### src/assert_macros.svh
// Assertion macros shared by the console RTL.
// Depends on nothing; included by the modules that carry checks.
`ifndef ASSERT_MACROS_SVH
`define ASSERT_MACROS_SVH

// Property that must hold at every clock edge outside reset.
`define ASSERT_CLK(lbl, clk, rst, prop, msg) \
  lbl: assert property (@(posedge clk) disable iff (rst) (prop)) else $error(msg);

// Consequent that must hold in the cycle after the antecedent.
`define ASSERT_NEXT(lbl, clk, rst, ante, cons, msg) \
  lbl: assert property (@(posedge clk) disable iff (rst) (ante) |=> (cons)) else $error(msg);

`endif

### src/txcon_pkg.sv
// Types and constants for the text console cell writer.
// Used by the controller, the datapath and the top level.
package txcon_pkg;

  localparam int ROW_W  = 6;
  localparam int COL_W  = 7;
  localparam int POS_W  = 13;
  localparam int CELL_W = 16;
  localparam int CH_W   = 8;
  localparam int KIND_W = 3;

  localparam logic [CH_W-1:0] CHAR_NL    = 8'h0A;
  localparam logic [CH_W-1:0] CHAR_CR    = 8'h0D;
  localparam logic [CH_W-1:0] CHAR_BLANK = 8'h20;
  localparam logic [CH_W-1:0] ATTR_RESET = 8'h07;

  localparam logic [KIND_W-1:0] KIND_PUT      = 3'd0;
  localparam logic [KIND_W-1:0] KIND_NEWLINE  = 3'd1;
  localparam logic [KIND_W-1:0] KIND_CLEAR    = 3'd2;
  localparam logic [KIND_W-1:0] KIND_SET_ATTR = 3'd3;
  localparam logic [KIND_W-1:0] KIND_READ     = 3'd4;

  typedef enum logic [2:0] {
    CLS_PUT,
    CLS_NEWLINE,
    CLS_CLEAR,
    CLS_SET_ATTR,
    CLS_READ,
    CLS_NONE
  } item_cls_t;

  typedef enum logic [1:0] {
    EM_NONE,
    EM_CHAR,
    EM_CR,
    EM_LF
  } emit_t;

  typedef enum logic [3:0] {
    ST_INIT,
    ST_IDLE,
    ST_DECODE,
    ST_PUT,
    ST_NEWLINE,
    ST_SCROLL,
    ST_FILL_ROW,
    ST_CLEAR,
    ST_READ,
    ST_EM_PLAIN,
    ST_EM_CHAR_END,
    ST_EM_CHAR,
    ST_EM_CR,
    ST_EM_LF
  } state_t;

  typedef struct packed {
    logic  load_item;
    logic  put_write;
    logic  col_inc;
    logic  newline_step;
    logic  attr_load;
    logic  home;
    logic  ptr_zero;
    logic  scroll_step;
    logic  fill_step;
    logic  read_capture;
    logic  emit_load;
    emit_t emit_sel;
    logic  emit_last;
  } dp_cmd_t;

  typedef struct packed {
    item_cls_t cls;
    logic      wrap;
    logic      bottom;
    logic      scroll_end;
    logic      fill_end;
    logic      out_free;
  } dp_status_t;

endpackage

### src/txcon_ctrl.sv
// Sequencer for the text console: walks each request through its steps.
// Depends on txcon_pkg and assert_macros.svh.
`include "assert_macros.svh"

module txcon_ctrl
  import txcon_pkg::*;
(
  input  logic       clk,
  input  logic       rst,
  input  logic       item_valid,
  output logic       item_stall,
  input  dp_status_t st,
  output dp_cmd_t    cmd
);

  state_t state;
  state_t state_next;
  state_t after_nl;

  // Ordinary put that wrapped still owes its character before CR and LF.
  assign after_nl = (st.cls == CLS_PUT) ? ST_EM_CHAR : ST_EM_CR;

  always_ff @(posedge clk) begin
    if (rst) begin
      state <= ST_INIT;
    end else begin
      state <= state_next;
    end
  end

  always_comb begin
    state_next   = state;
    cmd          = '0;
    cmd.emit_sel = EM_NONE;
    item_stall   = 1'b1;
    case (state)
      ST_INIT: begin
        cmd.fill_step = 1'b1;
        if (st.fill_end) begin
          state_next = ST_IDLE;
        end
      end
      ST_IDLE: begin
        item_stall = 1'b0;
        if (item_valid) begin
          cmd.load_item = 1'b1;
          state_next    = ST_DECODE;
        end
      end
      ST_DECODE: begin
        case (st.cls)
          CLS_PUT:     state_next = ST_PUT;
          CLS_NEWLINE: state_next = ST_NEWLINE;
          CLS_CLEAR: begin
            cmd.attr_load = 1'b1;
            cmd.home      = 1'b1;
            cmd.ptr_zero  = 1'b1;
            state_next    = ST_CLEAR;
          end
          CLS_SET_ATTR: begin
            cmd.attr_load = 1'b1;
            state_next    = ST_EM_PLAIN;
          end
          CLS_READ:    state_next = ST_READ;
          default:     state_next = ST_EM_PLAIN;
        endcase
      end
      ST_PUT: begin
        cmd.put_write = 1'b1;
        if (st.wrap) begin
          state_next = ST_NEWLINE;
        end else begin
          cmd.col_inc = 1'b1;
          state_next  = ST_EM_CHAR_END;
        end
      end
      ST_NEWLINE: begin
        cmd.newline_step = 1'b1;
        if (st.bottom) begin
          cmd.ptr_zero = 1'b1;
          state_next   = ST_SCROLL;
        end else begin
          state_next = after_nl;
        end
      end
      ST_SCROLL: begin
        cmd.scroll_step = 1'b1;
        if (st.scroll_end) begin
          state_next = ST_FILL_ROW;
        end
      end
      ST_FILL_ROW: begin
        cmd.fill_step = 1'b1;
        if (st.fill_end) begin
          state_next = after_nl;
        end
      end
      ST_CLEAR: begin
        cmd.fill_step = 1'b1;
        if (st.fill_end) begin
          state_next = ST_EM_PLAIN;
        end
      end
      ST_READ: begin
        cmd.read_capture = 1'b1;
        state_next       = ST_EM_PLAIN;
      end
      ST_EM_PLAIN: begin
        if (st.out_free) begin
          cmd.emit_load = 1'b1;
          cmd.emit_last = 1'b1;
          state_next    = ST_IDLE;
        end
      end
      ST_EM_CHAR_END: begin
        if (st.out_free) begin
          cmd.emit_load = 1'b1;
          cmd.emit_sel  = EM_CHAR;
          cmd.emit_last = 1'b1;
          state_next    = ST_IDLE;
        end
      end
      ST_EM_CHAR: begin
        if (st.out_free) begin
          cmd.emit_load = 1'b1;
          cmd.emit_sel  = EM_CHAR;
          state_next    = ST_EM_CR;
        end
      end
      ST_EM_CR: begin
        if (st.out_free) begin
          cmd.emit_load = 1'b1;
          cmd.emit_sel  = EM_CR;
          state_next    = ST_EM_LF;
        end
      end
      ST_EM_LF: begin
        if (st.out_free) begin
          cmd.emit_load = 1'b1;
          cmd.emit_sel  = EM_LF;
          cmd.emit_last = 1'b1;
          state_next    = ST_IDLE;
        end
      end
      default: begin
        state_next = ST_IDLE;
      end
    endcase
  end

  `ASSERT_NEXT(a_lf_ends_request, clk, rst, (state == ST_EM_LF) && st.out_free, state == ST_IDLE, "LF result did not close the request")

endmodule

### config.mk
export PLATFORM = sky130hd
export DESIGN_NAME = txcon_ctrl
export DESIGN_NICKNAME = d
export VERILOG_FILES = /design/src/txcon_pkg.sv /design/src/txcon_ctrl.sv
export VERILOG_INCLUDE_DIRS = /design/src /design/src/src
export SDC_FILE = /design/constraint.sdc
export NUM_CORES = 1
export LEC_CHECK = 0
export BUFFER_PORTS_ARGS = -buffer_cell sky130_fd_sc_hd__buf_2
export CAP_MARGIN = 40
export CORE_MARGIN = 1
export CORE_UTILIZATION = 45
export CTS_CLUSTER_SIZE = 20
export DETAILED_ROUTE_END_ITERATION = 8
export GPL_ROUTABILITY_DRIVEN = 0
export PLACE_DENSITY = 0.85
export SYNTH_ARGS = -nofsm -noshare
export SYNTH_HDL_FRONTEND = slang
export SYNTH_SLANG_ARGS = --single-unit
### constraint.sdc
create_clock -name clk -period 2.22 [get_ports clk]
set_input_delay 0.222 -clock clk [delete_from_list [all_inputs] [get_ports clk]]
set_output_delay 0.222 -clock clk [all_outputs]
set_load 0.02 [all_outputs]
# --- Word-level counts from Yosys, hierarchy flattened ---
# Cells that the tools add are included.
word_totals:
  ff_bits: 4
  input_bits: 11
  output_inout_bits: 15
  wordCells: 67
op_classes:
  n_eq_ne: 25
  n_mux: 35
  reduce_logical: 6
op_table:
  columns: ["op", "n"]
  rows:
  - ["2-to-1 mux 4 bit", 12]
  - ["case mux 4 bit (12 select lines)", 1]
  - ["equality test 4 bit (second input constant)", 6]
  - ["equality test 4 x 3 -> 1 bit (second input constant)", 4]
  - ["case mux 4 bit (4 select lines)", 1]
  - ["inequality test 2 bit (second input constant)", 7]
  - ["2-to-1 mux 1 bit", 11]
  - ["2-to-1 mux 3 bit", 3]
  - ["equality test 4 x 2 -> 1 bit (second input constant)", 2]
  - ["case mux 2 bit (4 select lines)", 1]
  - ["AND reduction 8 bit", 1]
  - ["equality test 3 x 2 -> 1 bit (second input constant)", 2]
  - ["2-to-1 mux 2 bit", 3]
  - ["OR reduction 3 bit", 2]
  - ["case mux 1 bit (5 select lines)", 1]
  - ["equality test 4 x 1 -> 1 bit (second input constant)", 1]
  - ["logical NOT 4 bit", 1]
  - ["equality test 3 x 1 -> 1 bit (second input constant)", 1]
  - ["equality test 3 bit (second input constant)", 1]
  - ["logical NOT 3 bit", 1]
  - ["case mux 1 bit (3 select lines)", 1]
  - ["inequality test 2 x 1 -> 1 bit (second input constant)", 1]
  - ["case mux 1 bit (2 select lines)", 1]
  - ["OR reduction 2 bit", 1]

# --- Logic depth before layout (Yosys ltp) ---
logic_depth:
  ltp_word: 4
  mapped_depth: 6
  depth_no_buf: 4

# --- Worst setup path after synthesis ---
# No wires, ideal clock.
synth_timing:
  path_type: "register to output"
  start: "register state[3]"
  end: "output cmd[7] (netlist bit)"
  t_arrival_ns: 1.700
  t_required_ns: 1.998
  setup_slack_ns: 0.298
  path_stages_with_launch: 6
  n_path_buf: 1
  path_cell_list: "dfxtp_1 buf_6 nor4b_1 nand2_1 nor3_1 a21o_1"
synth_lines:
  columns: ["item", "line_no", "rtl"]
  rows:
  - ["from (decl)", "txcon_ctrl.sv:16", "state_t state;"]
  - ["from (signal assigned)", "txcon_ctrl.sv:27", "state <= state_next;"]
  - ["to (decl)", "txcon_ctrl.sv:13", "output dp_cmd_t cmd"]

==> flow_summary.toml <==
[timing]
min_period_ns = 2.06
fin_tns_setup_ns = 0
worst_pin_slew_ns = 0.618
timing.slew.headroom_pct = 58.8
fmax_ghz = 0.486
setup_ws_ns = 0.161
skew_ns = 0.00256
hold_viol_final = 0
fin_crit_sh_pct = 92.7
slew_violations = 0
finalSetupViolCount = 0
rsz0062_at_grt = "false"

[routing]
drtIter0Drc = 25
routed_wl_um = 1580
wl_per_cell_um = 13.0
drc = 0
drt_first_pass_iters = 4
via_count = 764
avgViaCountPerCell = 6.26
drtAntennaViolNets = 0

[power_and_ir_drop]
pwr_density_cell_nw_per_um2 = 1070
ir_drop_mv = 0.520
p_leak_nw = 0.333

[critical_path]
path_class = "register to output pin"
critPathMaxFanout = 14
required_ns = 2.00
endpoint_kind = "output pin"
worst_r2r_startpoint = "state[0]"
cp_num_cells = 5
crit_family = "simple AND/OR/NAND/NOR gates"
cp_data_arrival_time_ns = 1.84
crit_buf_inv = 1
path_cells = "nor4b_2 > nand2_1 > nor3_1 > a21o_1 > buf_2"
cp-startpoint = "state[1]"
critical-path-max-stage-delay_ns = 0.62
cp_slowest_cell = "dfxtp_1"
critPathLaunchType = "register"
worstRegToRegCells = 4

[logic_synthesis]
syn_area_um2 = 607
synth-main-ff-cell = "dfxtp_1"
post-synth-top-area-fraction_pct = 13.2
synth-edff-count = 0
synthCells = 87
synth_top_area_cell = "dfxtp_1"
ys_async_sr_fraction_pct = 0
synth_common_cells = "nor2_1 (9), nand2_1 (7), nor3_1 (7)"
synth.distinct_cells = 40
ys_seq_elements = 4
netlist_top_cells_area = "dfxtp_1 (13%), nor3_1 (5.8%), nor2_1 (5.6%)"
syn_area_per_cell_um2 = 6.98
yosysWarnings = 0
yosys.cell_count.top_type = "nor2_1"
ys_seq_area_share_pct = 13.2
syn_nets = 98

[finish]
fillers = 111
largestRegisters = "state x4"
finalNetCount = 121
largest_reg_flops = 4
area_delta_synth_final_pct = 21.6
drive_above_1_share_pct = 31.5
regMostFlops = "state"
fin_area_um2 = 738
antenna_cells = 0

[floorplanning]
row_count = 12
start_util_pct = 51.2
ios = 26
die_width_um = 38.7
die_y_um = 38.7
dieArea_um2 = 1500
core_um2 = 1190

[cts]
clock_latency_ns = 0.24
post_cts_resized = 0
cts_tree = "done"
clkSinkCount = 4
cts.clk_slew.worst_paths_ns = 0.04
cts_buffers = 3
clk_path_buf_depth = 2
cts_root_buf = "clkbuf_4"
postCtsSetupBuffers = 0
cts_max_level = 1
cts_hold_buf = 0

[placed_design]
placed_cell_area_um2 = 709
dp.final_hpwl_um = 1130
place_ws_ns = 0.311
numPortBuffers = 25

[run]
cap_violations = 0

[worst_hold_path]
min_from = "rst"
min_delay_path_depth = 2
hold_path_class = "input pin to register"

[global_routing]
grt_pass1_vias = 584
grt_overflow_total = 0
antenna_found_initial = 0
grt_pass1_wl_um = 2430
grt_max_degree = 20
track_usage_pct = 22.5

[run_status]
outcome = "complete, no violations"
==> per-stage QoR <==
| step | utilization, % | std cells | power [W] | hold slack (ns) |
|---|---|---|---|---|
| floorplan | - | 87 | 0.000586 | 0.287 |
| global placement | 59.8 | 119 | 0.000670 | 0.456 |
| detailed placement | 59.8 | 119 | 0.000683 | 0.465 |
| CTS | 61.7 | 122 | 0.000783 | 0.212 |
| global route | 62.2 | 122 | 0.000850 | 0.218 |
| finish | 62.2 | 122 | 0.000789 | 0.219 |
==> layer usage <==
metal | vias to the layer above | wire length (um) | track usage [%]
met5 | - | 0 | 0
met4 | 0 | 0 | 1.72
met3 | 0 | 162 | 5.20
met2 | 48 | 719 | 37.1
met1 | 339 | 699 | 30.5
li1 | 377 | - | -
==> power breakdown <==
part	internal, W	leakage (nW)	switching (W)
Sequential	0.0000940	0.0328	0.0000932
Clock	0.0000607	0.0138	0.0000324
Combinational	0.000224	0.287	0.000285
Total	0.000379	0.333	0.000411
==> layout make-up <==
class / count / area (um^2) / share of cell area, %
inverters: 5 / 18.8 / 2.54
flip-flops and latches: 4 / 80.1 / 10.8
repair buffers: 25 / 125 / 16.9
multi-input cells: 71 / 474 / 64.2
well taps: 14 / 17.5 / 2.37
clock buffers: 3 / 22.5 / 3.05
==> path summary, 6_finish.rpt <==
path / end / slack [ns]
hold reg to reg: state[1] / 0.81
setup / recovery: cmd[7] / 0.16
hold / removal: state[0] / 0.22
setup reg to reg: state[3] / 0.39
==> kinds of logic after synthesis <==
kind of cell / synth area share (%)
AOI/OAI and AO/OA: 35.9
xor gates and xnor gates: 2.89
buffers and inverters: 9.69
DFF: 13.2
muxes: 3.30
and+or+nand+nor: 35.1
==> cells in the final DEF (no fill, tap or decap), types with 2 or more instances in the layout <==
cell	count
nand3_1	2
a41o_1	2
a211oi_1	2
o21ai_0	3
a211o_1	2
nand4_1	2
mux2i_1	2
a21o_1	2
dfxtp_1	4
inv_1	4
nand2b_1	3
clkbuf_4	3
a31oi_1	4
nand2_1	7
xnor2_1	2
a21oi_1	3
nor3_1	7
buf_2	25
a221o_1	2
nor2_1	9
No activity file was read; power rests on OpenSTA's default activity.
